**config.mk**
```make
export PLATFORM = sky130hd
export DESIGN_NAME = onewire_bus_master
export DESIGN_NICKNAME = d
export VERILOG_FILES = /design/src/rtl/owbm_pkg.sv /design/src/rtl/owbm_core.sv /design/src/rtl/onewire_bus_master.sv
export SDC_FILE = /design/constraint.sdc
export NUM_CORES = 1
export LEC_CHECK = 0
export BUFFER_PORTS_ARGS = -buffer_cell sky130_fd_sc_hd__buf_2
export CAP_MARGIN = 20
export CORE_MARGIN = 8
export CORE_UTILIZATION = 65
export DETAILED_ROUTE_END_ITERATION = 8
export PLACE_DENSITY = 0.81
export SLEW_MARGIN = 25
export SYNTH_ARGS = -nofsm -noshare
export SYNTH_HDL_FRONTEND = slang
export SYNTH_SLANG_ARGS = --single-unit
```
**constraint.sdc**
```tcl
create_clock -name clk_i -period 7.79 [get_ports clk_i]
set_input_delay 0.779 -clock clk_i [delete_from_list [all_inputs] [get_ports clk_i]]
set_output_delay 0.779 -clock clk_i [all_outputs]
set_load 0.01 [all_outputs]
```
**src/rtl/owbm_pkg.sv**
```systemverilog
// Shared types and constants of the one-wire bus master.
package owbm_pkg;

  // Request type codes carried with each tick.
  localparam logic [1:0] REQ_NONE  = 2'd0;
  localparam logic [1:0] REQ_RESET = 2'd1;
  localparam logic [1:0] REQ_WRITE = 2'd2;
  localparam logic [1:0] REQ_READ  = 2'd3;

  // Configuration register indexes.
  localparam logic [2:0] CFG_RESET_LOW   = 3'd0;
  localparam logic [2:0] CFG_PRES_SAMPLE = 3'd1;
  localparam logic [2:0] CFG_RECOVERY    = 3'd2;
  localparam logic [2:0] CFG_SHORT_LOW   = 3'd3;
  localparam logic [2:0] CFG_LONG_LOW    = 3'd4;
  localparam logic [2:0] CFG_READ_SAMPLE = 3'd5;
  localparam logic [2:0] CFG_SLOT_LEN    = 3'd6;

  // Register values after reset, in microseconds.
  localparam logic [9:0] RST_RESET_LOW   = 10'd480;
  localparam logic [7:0] RST_PRES_SAMPLE = 8'd70;
  localparam logic [9:0] RST_RECOVERY    = 10'd410;
  localparam logic [7:0] RST_SHORT_LOW   = 8'd6;
  localparam logic [7:0] RST_LONG_LOW    = 8'd60;
  localparam logic [7:0] RST_READ_SAMPLE = 8'd15;
  localparam logic [7:0] RST_SLOT_LEN    = 8'd70;

  typedef struct packed {
    logic [1:0] req_type;
    logic [7:0] tx_byte;
    logic       bus_in;
  } req_t;

  typedef struct packed {
    logic       drive_low;
    logic       busy_res;
    logic       done_res;
    logic [7:0] read_byte;
    logic       presence_level;
    logic       cmd_rejected;
  } rsp_t;

  typedef struct packed {
    logic [9:0] reset_low_time;
    logic [7:0] presence_sample_time;
    logic [9:0] reset_recovery_time;
    logic [7:0] short_low_time;
    logic [7:0] long_low_time;
    logic [7:0] read_sample_time;
    logic [7:0] slot_length;
  } cfg_t;

endpackage

```
**src/rtl/owbm_core.sv**
```systemverilog
// Bus sequencing state and the per-tick next-state and result logic.
module owbm_core #(
  parameter int COUNTER_BITS = 10
) (
  input  logic            clk_i,
  input  logic            rst_ni,
  input  logic            step_i,
  input  owbm_pkg::req_t  req_i,
  input  owbm_pkg::cfg_t  cfg_i,
  output owbm_pkg::rsp_t  rsp_o
);

  localparam logic [1:0] PH_IDLE  = 2'd0;
  localparam logic [1:0] PH_RESET = 2'd1;
  localparam logic [1:0] PH_WRITE = 2'd2;
  localparam logic [1:0] PH_READ  = 2'd3;

  // Compare width wide enough for both the counter and the 10-bit registers.
  localparam int XW = (COUNTER_BITS > 10) ? COUNTER_BITS : 10;
  localparam logic [XW-1:0] CNT_MAX = XW'((1 << COUNTER_BITS) - 1);

  logic [1:0]              phase_q, phase_d;
  logic [COUNTER_BITS-1:0] tick_q, tick_d;
  logic [2:0]              bit_q, bit_d;
  logic [7:0]              shift_q, shift_d;
  logic [7:0]              rcv_q, rcv_d;
  logic                    pres_q, pres_d;
  logic                    drive, done, rej;

  function automatic logic [XW-1:0] clamp_cnt(input logic [XW-1:0] v);
    clamp_cnt = (v > CNT_MAX) ? CNT_MAX : v;
  endfunction

  // Last tick index of a segment; a zero length counts as one tick.
  function automatic logic [XW-1:0] last_tick(input logic [9:0] len);
    logic [9:0] lt;
    lt = (len == 10'd0) ? 10'd0 : len - 10'd1;
    last_tick = clamp_cnt(XW'(lt));
  endfunction

  always_comb begin
    logic [XW-1:0] tk;
    logic [XW-1:0] endt;
    logic [XW-1:0] samp;
    logic [7:0]    low;
    logic [7:0]    samp8;
    logic [7:0]    pst;

    phase_d = phase_q;
    tick_d  = tick_q;
    bit_d   = bit_q;
    shift_d = shift_q;
    rcv_d   = rcv_q;
    pres_d  = pres_q;
    drive   = 1'b0;
    done    = 1'b0;
    rej     = 1'b0;

    if (phase_q == PH_IDLE) begin
      if (req_i.req_type != owbm_pkg::REQ_NONE) begin
        case (req_i.req_type)
          owbm_pkg::REQ_RESET: phase_d = PH_RESET;
          owbm_pkg::REQ_WRITE: phase_d = PH_WRITE;
          default:             phase_d = PH_READ;
        endcase
        tick_d  = '0;
        bit_d   = 3'd0;
        shift_d = (req_i.req_type == owbm_pkg::REQ_WRITE) ? req_i.tx_byte : 8'd0;
      end
    end else if (req_i.req_type != owbm_pkg::REQ_NONE) begin
      rej = 1'b1;
    end

    tk    = XW'(tick_d);
    endt  = last_tick({2'b00, cfg_i.slot_length});
    pst   = (cfg_i.presence_sample_time == 8'd0) ? 8'd1 : cfg_i.presence_sample_time;
    samp8 = (cfg_i.read_sample_time == 8'd0) ? 8'd1 : cfg_i.read_sample_time;
    samp  = (XW'(samp8) > endt) ? endt : XW'(samp8);
    low   = 8'd1;

    case (phase_d)
      PH_RESET: begin
        // During a reset the bit index numbers the segment: low, release, recovery.
        if (bit_d == 3'd0) begin
          drive = 1'b1;
          if (tk >= last_tick(cfg_i.reset_low_time)) begin
            bit_d  = 3'd1;
            tick_d = '0;
          end else begin
            tick_d = tick_d + COUNTER_BITS'(1);
          end
        end else if (bit_d == 3'd1) begin
          if (tk >= clamp_cnt(XW'(pst))) begin
            pres_d = req_i.bus_in;
            bit_d  = 3'd2;
            tick_d = '0;
          end else begin
            tick_d = tick_d + COUNTER_BITS'(1);
          end
        end else begin
          if (tk >= last_tick(cfg_i.reset_recovery_time)) begin
            phase_d = PH_IDLE;
            bit_d   = 3'd0;
            tick_d  = '0;
            done    = 1'b1;
          end else begin
            tick_d = tick_d + COUNTER_BITS'(1);
          end
        end
      end
      PH_WRITE: begin
        low = shift_d[0] ? cfg_i.short_low_time : cfg_i.long_low_time;
        if (low == 8'd0) begin
          low = 8'd1;
        end
        drive = (tk < XW'(low));
        if (tk >= endt) begin
          shift_d = {1'b0, shift_d[7:1]};
          tick_d  = '0;
          if (bit_d == 3'd7) begin
            bit_d   = 3'd0;
            phase_d = PH_IDLE;
            done    = 1'b1;
          end else begin
            bit_d = bit_d + 3'd1;
          end
        end else begin
          tick_d = tick_d + COUNTER_BITS'(1);
        end
      end
      PH_READ: begin
        low = (cfg_i.short_low_time == 8'd0) ? 8'd1 : cfg_i.short_low_time;
        drive = (tk < XW'(low));
        if (tk == samp) begin
          shift_d = {req_i.bus_in, shift_d[7:1]};
        end
        if (tk >= endt) begin
          tick_d = '0;
          if (bit_d == 3'd7) begin
            bit_d   = 3'd0;
            phase_d = PH_IDLE;
            rcv_d   = shift_d;
            done    = 1'b1;
          end else begin
            bit_d = bit_d + 3'd1;
          end
        end else begin
          tick_d = tick_d + COUNTER_BITS'(1);
        end
      end
      default: begin
      end
    endcase
  end

  always_comb begin
    rsp_o.drive_low      = drive;
    rsp_o.busy_res       = (phase_d != PH_IDLE);
    rsp_o.done_res       = done;
    rsp_o.read_byte      = rcv_d;
    rsp_o.presence_level = pres_d;
    rsp_o.cmd_rejected   = rej;
  end

  always_ff @(posedge clk_i or negedge rst_ni) begin
    if (!rst_ni) begin
      phase_q <= PH_IDLE;
      tick_q  <= '0;
      bit_q   <= 3'd0;
      shift_q <= 8'd0;
      rcv_q   <= 8'd0;
      pres_q  <= 1'b1;
    end else if (step_i) begin
      phase_q <= phase_d;
      tick_q  <= tick_d;
      bit_q   <= bit_d;
      shift_q <= shift_d;
      rcv_q   <= rcv_d;
      pres_q  <= pres_d;
    end
  end

  ap_read_bits: assert property (@(posedge clk_i) disable iff (!rst_ni)
    (phase_q == PH_RESET) |-> (bit_q <= 3'd2))
    else $error("reset sequence segment out of range");

  ap_done_idle: assert property (@(posedge clk_i) disable iff (!rst_ni)
    (step_i && done) |=> (phase_q == PH_IDLE))
    else $error("operation finished but sequencer not idle");

  ap_rej_busy: assert property (@(posedge clk_i) disable iff (!rst_ni)
    (step_i && rej) |-> (phase_q != PH_IDLE))
    else $error("command rejected while idle");

endmodule

```
**src/rtl/onewire_bus_master.sv**
```systemverilog
// One-wire bus master top level: configuration registers and result register.
//
// Usage: every request on the req channel is one microsecond tick. It carries
// an optional command (reset pulse, write byte, read byte) and the line level
// sampled during that tick. Each accepted request yields exactly one response
// on the rsp channel with the line drive for the tick, busy, done, the last
// byte read, the last presence level and a flag for a command that arrived
// while an operation was running (such a command is dropped).
// Latency: the response is valid the cycle after its request is accepted.
// Throughput: one request per cycle unless the receiver stalls; the
// sequencer state and the response are computed in one pass of logic
// between the request port and the response register.
// When the receiver stalls, the response is held and req_ready_o drops
// until it is taken; a request is accepted in the same cycle the held response
// leaves. Configuration is written on the cfg channel (always ready); the
// user must do so only while idle; the block does not enforce it. Reset
// returns all timing registers to their defaults (480/70/410/6/60/15/70 us),
// the sequencer to idle and the presence level to one.
module onewire_bus_master #(
  parameter int COUNTER_BITS = 10
) (
  input  logic           clk_i,
  input  logic           rst_ni,
  input  logic           req_valid_i,
  output logic           req_ready_o,
  input  owbm_pkg::req_t req_i,
  output logic           rsp_valid_o,
  input  logic           rsp_ready_i,
  output owbm_pkg::rsp_t rsp_o,
  input  logic           cfg_valid_i,
  output logic           cfg_ready_o,
  input  logic [2:0]     cfg_index_i,
  input  logic [9:0]     cfg_data_i
);

  owbm_pkg::cfg_t cfg_q;
  owbm_pkg::rsp_t rsp_d, rsp_q;
  logic           rsp_valid_q;
  logic           step;

  assign cfg_ready_o = 1'b1;
  assign req_ready_o = !rsp_valid_q || rsp_ready_i;
  assign step        = req_valid_i && req_ready_o;

  always_ff @(posedge clk_i or negedge rst_ni) begin
    if (!rst_ni) begin
      cfg_q.reset_low_time       <= owbm_pkg::RST_RESET_LOW;
      cfg_q.presence_sample_time <= owbm_pkg::RST_PRES_SAMPLE;
      cfg_q.reset_recovery_time  <= owbm_pkg::RST_RECOVERY;
      cfg_q.short_low_time       <= owbm_pkg::RST_SHORT_LOW;
      cfg_q.long_low_time        <= owbm_pkg::RST_LONG_LOW;
      cfg_q.read_sample_time     <= owbm_pkg::RST_READ_SAMPLE;
      cfg_q.slot_length          <= owbm_pkg::RST_SLOT_LEN;
    end else if (cfg_valid_i) begin
      case (cfg_index_i)
        owbm_pkg::CFG_RESET_LOW:   cfg_q.reset_low_time       <= cfg_data_i;
        owbm_pkg::CFG_PRES_SAMPLE: cfg_q.presence_sample_time <= cfg_data_i[7:0];
        owbm_pkg::CFG_RECOVERY:    cfg_q.reset_recovery_time  <= cfg_data_i;
        owbm_pkg::CFG_SHORT_LOW:   cfg_q.short_low_time       <= cfg_data_i[7:0];
        owbm_pkg::CFG_LONG_LOW:    cfg_q.long_low_time        <= cfg_data_i[7:0];
        owbm_pkg::CFG_READ_SAMPLE: cfg_q.read_sample_time     <= cfg_data_i[7:0];
        owbm_pkg::CFG_SLOT_LEN:    cfg_q.slot_length          <= cfg_data_i[7:0];
        default: begin
        end
      endcase
    end
  end

  owbm_core #(
    .COUNTER_BITS(COUNTER_BITS)
  ) u_core (
    .clk_i  (clk_i),
    .rst_ni (rst_ni),
    .step_i (step),
    .req_i  (req_i),
    .cfg_i  (cfg_q),
    .rsp_o  (rsp_d)
  );

  always_ff @(posedge clk_i or negedge rst_ni) begin
    if (!rst_ni) begin
      rsp_valid_q <= 1'b0;
    end else if (req_ready_o) begin
      rsp_valid_q <= req_valid_i;
    end
  end

  always_ff @(posedge clk_i) begin
    if (step) begin
      rsp_q <= rsp_d;
    end
  end

  assign rsp_valid_o = rsp_valid_q;
  assign rsp_o       = rsp_q;

  ap_done_not_busy: assert property (@(posedge clk_i) disable iff (!rst_ni)
    (rsp_valid_o && rsp_o.done_res) |-> !rsp_o.busy_res)
    else $error("response reports done and busy together");

  ap_drive_active: assert property (@(posedge clk_i) disable iff (!rst_ni)
    (rsp_valid_o && rsp_o.drive_low) |-> (rsp_o.busy_res || rsp_o.done_res))
    else $error("line driven low outside an operation");

  ap_resp_follows: assert property (@(posedge clk_i) disable iff (!rst_ni)
    step |=> rsp_valid_o)
    else $error("accepted request produced no response");

  ap_stall_blocks: assert property (@(posedge clk_i) disable iff (!rst_ni)
    (rsp_valid_o && !rsp_ready_i) |-> !req_ready_o)
    else $error("request accepted while response stalled");

endmodule
```
==> summary.md, run 1 <==
| Metric | Value |
|---|---|
| Synth area leaders | `dfrtp_1 21%, ha_1 11%, dfstp_2 8.7%` |
| Drt drc | `0` |
| Synthesized area | `7830 sq um` |
| Setup TNS | `0 ns` |
| Root cell of the clock tree | `clkbuf_16` |
| Final net count | `between 900 and 1000` |
| Core ar. | `11900 sq um` |
| Avg Cell Area, Syn | `9.37 sq um` |
| Arr. time, crit path | `5.04 ns` |
| Startpoint Class | `flop` |
| Chip height | `between 100 and 150 um` |
| Post-Synth Simple-Gate Area | `approximately 17%` |
| Multiplexer share of the synthesized area | `under 10%` |
| ANT nets after route | `0` |
| Relative slew slack | `33.3%` |
| Synth top area share | `21.4%` |
| Setup crit end kind | `flop` |
| Adder-Cell Fraction of Synth Area | `10.9%` |
| Placed instance area | `roughly 8000 sq um` |
| Port-buffer cells | `43` |
| Combinational family with the most area after synthesis | `compound AO/OA/AOI/OAI gates` |
| Clk_lat worst skew | `0.36 ns` |
| Fraction of registers with async set/reset | `87.7%` |
| RSZ-0062 raised after global routing | `false` |
| Final WL | `about 22000 um` |
| Rows | `40` |
| Vias | `6974` |
| Fmax | `204 MHz` |
| Final Hold Fails | `0` |
| Post-synthesis cell type count | `79` |
| WS Path Type | `flop to flop` |
| Synth top cells by count | `68 x ha_1, 67 x dfrtp_1, 65 x nand2_1, 57 x nor2_1, 53 x mux2_2` |
| Worst EP required | `7.93 ns` |
| Post-CTS Hold Buffers | `0` |
| Max VDD drop | `198 uV` |
| Multi-input gate area | `4730 sq um` |
| GRT Total Usage | `27.4%` |
| Critical-path cell list | `inv_1 -> ha_1 -> nor4b_2 -> nor2_1 -> mux2i_1 -> ha_1 -> nand4_2 -> or3_1 -> o21ai_0 -> o32ai_1 -> nor4_1 -> and3b_1 -> nand2_4 -> o311ai_1` |
| Slowest CP cell | `and3b_1` |
| HP Class | `primary input to async pin` |
| Fraction of synthesized cell area in xor and xnor cells | `1.90%` |
| Power Dens Cells | `302 nW/um^2` |
| Resize count post-CTS | `0` |
| Worst-Margin Slew | `0.996 ns` |
| Fin area | `about 8500 sq um` |
| Synth Flop Type | `dfrtp_1` |
| CP max stage delay | `0.73 ns` |
| Tmin final | `4.91 ns` |
| Clk_skew | `roughly 0.012 ns` |
| Largest net degree at the start of global routing | `48` |
| Fin worst setup slack | `between 2 and 3 ns` |
| Die Wd | `approximately 130 um` |
| H-tree levels | `3` |
| Grt total ovfl | `0` |
| Vias in the first global route | `6881` |
| Dpl hpwl | `about 16000 um` |
| Synth Register Bits | `106` |
| # setup viols final | `0` |
| Starting density of the core | `65.7%` |
| Ports | `45` |
| Share of cells above drive strength 1 | `19.4%` |
| Layout area overhead | `8.02%` |
| Inserted Clock Buffers | `9` |
| Slew Limit Fails | `0` |
| Seq/Total Area, Yosys | `35.1%` |
| Number of flops mapped to enable cells by yosys | `13` |
| Via/cell ratio | `approximately 6.9` |
| Number of synthesis warnings | `0` |
| Cells after synthesis | `836` |
| Hold WS | `0.420 ns` |
| DRT Pass-1 Iters | `5` |
| Crit path max fanout | `17` |
| Clock sinks | `106` |
| Initial antenna violation count | `0` |
| N_diodes | `0` |
| Most common cell in the synthesized netlist | `ha_1` |
| Setup Fix Bufs, Post-CTS | `0` |
| First-pass GRT wire length | `35200 um` |
| Placer Congestion | `1.01` |
| Synth Area in Compound Gates | `21.9%` |
| Clk slew on worst S/H paths | `0.07 ns` |
| Pre-CTS setup slack | `2.86 ns` |
| Full die area | `15800 sq um` |
| Final period utilization | `63.0%` |
| Pleak | `3.72 nW` |
| Status | `finished clean` |
| # Max-Cap Violations | `0` |
| CTS tree | `yes` |
| Reg area | `2750 sq um` |
| Buffer levels on the longest clock path | `2` |
| Core Util, Final | `71.0%` |
| Cell taking the most area after synthesis | `dfrtp_1` |
| Crit path top cell by count | `ha_1` |
| Wire per inst | `21.2 um` |
| Detailed router's first-iteration violation count | `810` |
| # fillers | `907` |
-- layer usage --
metal / part of all wire [%] / routed length [um] / GRT usage [%] / vias up
met2: 47 / 10100 / 44.4 / 329
met1: 43 / 9200 / 34.9 / 3372
li1: - / - / - / 3205
met3: 7.2 / 1560 / 4.77 / 68
met4: 3.3 / 709 / 13.3 / 0
met5: 0 / 0 / 0 / -
-- path summary, 6_finish.rpt --
kind	from	end	slack [ns]	depth (start not counted)
worst max-delay path	cfg_q[0]	rsp_o[3]	2.88	14
worst min-delay path	rst_ni	u_core.tick_q[3]	0.42	1
worst max register to register	cfg_q[0]	rsp_o[3]	2.88	14
worst min register to register	u_core.rcv_q[4]	u_core.rcv_q[4]	0.52	1
max in group asynchronous	rst_ni	cfg_q[38]	6.30	2
min in group clk_i	u_core.rcv_q[4]	u_core.rcv_q[4]	0.52	1
-- sequential cells by signal, summed over array words and instances, names as in the netlist --
| register | flops |
|---|---|
| u_core.pres_q | 1 |
| rsp_valid_o | 1 |
| u_core.shift_q | 8 |
| u_core.phase_q | 2 |
| u_core.tick_q | 10 |
| u_core.rcv_q | 8 |
| rsp_o | 13 |
| cfg_q | 60 |
| u_core.bit_q | 3 |
-- through the flow --
stage	power, mW	instances
after floorplan	1.70	838
after global placement	1.97	1001
after detailed placement	2.02	1001
after CTS	2.52	1017
after global routing	2.71	1017
final	2.55	1017
-- layout make-up --
cell class	count	share of cell area, %
clock buffers	11	2.99
clock inverters	5	0.799
inverters	49	2.17
multi-input cells	646	55.9
flip-flops and latches	106	32.5
well taps	147	2.17
repair buffers	53	3.46
-- layout by cell type, fill, tap and decap left out, types with 9 or more instances in the layout --
| master | instances |
|---|---|
| o22ai_1 | 16 |
| o21ai_0 | 46 |
| nor3_1 | 25 |
| dfstp_2 | 26 |
| xor2_1 | 10 |
| nand3_1 | 13 |
| ha_1 | 68 |
| or3_1 | 9 |
| a221o_1 | 15 |
| inv_1 | 49 |
| a211oi_1 | 10 |
| a21o_1 | 15 |
| a211o_1 | 10 |
| nand2_1 | 65 |
| clkbuf_16 | 9 |
| buf_2 | 42 |
| edfxtp_1 | 13 |
| dfrtp_1 | 67 |
| nand2b_1 | 15 |
| nor2_1 | 57 |
| buf_4 | 11 |
| nor4_1 | 19 |
| mux2_2 | 53 |
| a21oi_1 | 39 |
| nand4_1 | 9 |
-- power by group --
part,leakage [nW],internal [mW],switching [mW]
combinational,2.34,0.489,0.753
sequential,1.22,0.698,0.126
clock,0.159,0.272,0.215
-- critical path, delay by kind of cell (launching register included) --
family	cells	cell delay, ns
fa+ha+maj	2	0.46
mux	1	0.36
compound gates	3	0.79
buf+inv	1	0.08
simple gates	7	2.55
flops	1	0.44
-- kinds of logic after synthesis --
group / count (synthesis)
fa+ha+maj: 68
compound gates: 238
flops: 106
mux: 60
simple gates: 260
buf+inv: 86
xor+xnor: 17
other cells: 1
Note: power is estimated with default switching activity, not from simulation.
==> inputs of run 2 (changes only) <==
CORE_UTILIZATION = 56   (was 65)
PLACE_DENSITY = 0.74   (was 0.81)
clock period = 4 ns   (was 7.79 ns; I/O delays follow)
==> summary.md, run 2 (synthesized netlist as in run 1, its figures left out) <==
| Metric | Value |
|---|---|
| Final Hold Fails | `0` |
| Ports | `45` |
| Root cell of the clock tree | `clkbuf_16` |
| Arr. time, crit path | `around 4.0 ns` |
| Detailed router's first-iteration violation count | `580` |
| Power Dens Cells | `578 nW/um^2` |
| Full die area | `around 18000 sq um` |
| Commonest non-fill, non-tap cell in the layout | `buf_4` |
| WS Path Type | `flop to flop` |
| H-tree levels | `3` |
| Drt drc | `0` |
| First-pass GRT wire length | `36900 um` |
| HP Class | `primary input to async pin` |
| Relative slew slack | `40.1%` |
| CTS tree | `yes` |
| Final Instance Count excl. Fillers | `1114` |
| Wire per inst | `20.5 um` |
| Final period utilization | `96.2%` |
| Core ar. | `~14000 sq um` |
| Vias | `7240` |
| Reg-to-reg slack, setup | `0.15 ns` |
| Worst-Margin Slew | `roughly 0.90 ns` |
| Worst Reg-to-Reg Cells | `15` |
| Buffer levels on the longest clock path | `2` |
| Most flop-heavy register | `cfg_q` |
| Placed Instances | `1093` |
| Final net count | `1026` |
| Chip height | `134 um` |
| Final WL | `22900 um` |
| Via/cell ratio | `6.50` |
| Clock sinks | `roughly 110` |
| Kind of cell adding the most delay to the critical path | `compound AO/OA/AOI/OAI gates` |
| Fin area | `9120 sq um` |
| N_diodes | `0` |
| Slew Limit Fails | `0` |
| Placer Congestion | `0.973` |
| Max reg flops | `60` |
| Total power | `approximately 5.3 mW` |
| Placed instance area | `8630 sq um` |
| Clk_skew | `0.0117 ns` |
| Grt total ovfl | `0` |
| Die Wd | `134 um` |
| Fmax | `260 MHz` |
| Share of cells above drive strength 1 | `between 20% and 30%` |
| # Max-Cap Violations | `0` |
| Commonest non-fill, non-tap cells in the layout | `73 x buf_4, 67 x dfrtp_1, 66 x ha_1` |
| Critical-path cell list | `inv_1 -> ha_4 -> xor2_1 -> a21bo_2 -> ha_1 -> nand2_1 -> o21bai_1 -> a211oi_2 -> nor2_4 -> buf_4 -> a21oi_1 -> o2111a_4 -> buf_4 -> a211oi_1 -> a221o_1` |
| Startpoint Class | `flop` |
| Starting density of the core | `56.9%` |
| GRT Total Usage | `25.5%` |
| Initial antenna violation count | `0` |
| Reg2reg start | `cfg_q[1]` |
| ANT nets after route | `0` |
| Worst path bufs/invs | `3` |
| Dpl hpwl | `17400 um` |
| Port-buffer cells | `43` |
| Crit path max fanout | `6` |
| Clk_lat worst skew | `between 0.3 and 0.4 ns` |
| Clk slew on worst S/H paths | `0.07 ns` |
| Rows | `43` |
| Reg-to-Reg End | `rsp_o[6]` |
| Tmin final | `3.85 ns` |
| CP max stage delay | `approximately 0.54 ns` |
| Status | `finished clean` |
| Inserted Clock Buffers | `9` |
| Crit path top cell by count | `buf_4` |
| Largest net degree at the start of global routing | `66` |
| # setup viols final | `0` |
| Max VDD drop | `roughly 450 uV` |
| Setup crit end kind | `flop` |
| Core Util, Final | `approximately 66%` |
| Pleak | `just over 4 nW` |
| Vias in the first global route | `7077` |
| Slowest CP cell | `dfstp_2` |
| Worst EP required | `4.11 ns` |
| Layout area overhead | `16.5%` |
| DRT Pass-1 Iters | `5` |
==> run 2: changes by cell type in the layout (fill, tap and decap cells not counted), moves of 3 or more <==
cell / before / now
buf_4: 11 / 73
nor4_1: 19 / 15
o311ai_0: 4 / 0
nor4_2: 0 / 3
o21ai_0: 46 / 43
==> run 2: how the worst max path moves through the flow <==
| stage | from | end | slack [ns] | cells past startpoint |
|---|---|---|---|---|
| after floorplan | cfg_q[37] | u_core.tick_q[9] | 0.17 | 17 |
| after global placement | cfg_q[1] | u_core.shift_q[7] | -0.03 | 15 |
| after detailed placement | cfg_q[0] | u_core.shift_q[2] | -0.17 | 15 |
| after CTS | cfg_q[1] | u_core.shift_q[2] | 0.02 | 17 |
| after global routing | cfg_q[0] | rsp_o[6] | -0.04 | 16 |
| final | cfg_q[1] | rsp_o[6] | 0.15 | 15 |
==> run 2: repair_timing <==
| item | CTS | global route |
|---|---|---|
| setup buffers | 2 | 3 |
| hold buffers | 0 | 0 |
| pin swaps | 1 | 6 |
| resized for setup | 9 | 31 |
| setup endpoints to repair | 23 | 36 |
==> run 2: metal layers <==
layer  vias up  GRT usage, %  wire [um]
li1       3333             -          -
met1      3524          33.2       9860
met2       328          40.8      10600
met3        55          5.20       1680
met5         -             0          0
met4         0          9.73        698
==> run 2: report_power, final <==
group	internal [mW]	leakage (nW)	total, mW	switching, mW
combinational	1.23	2.69	2.82	1.58
clock	0.432	0.139	0.858	0.426
sequential	1.36	1.22	1.60	0.238
==> run 2: cell type report <==
cell class	instances	area [sq um]
Inverter	49	184
Sequential cell	106	2750
Tap cell	180	225
Fill cell	1123	4650
Clock inverter	6	51.3
Timing Repair Buffer	117	790
Multi-Input combinational cell	646	4890
Clock buffer	10	229
==> run 2: through the flow <==
step / setup slack, ns / setup TNS [ns] / hold WS (ns)
2_1_floorplan: 0.169 / 0 / 0.104
4_1_cts: 0.0160 / 0 / 0.201
3_5_place_dp: -0.165 / -1.29 / 0.490
6_report: 0.150 / 0 / 0.134
5_1_grt: -0.0439 / -0.243 / 0.204
3_3_place_gp: -0.0286 / -0.0655 / 0.485
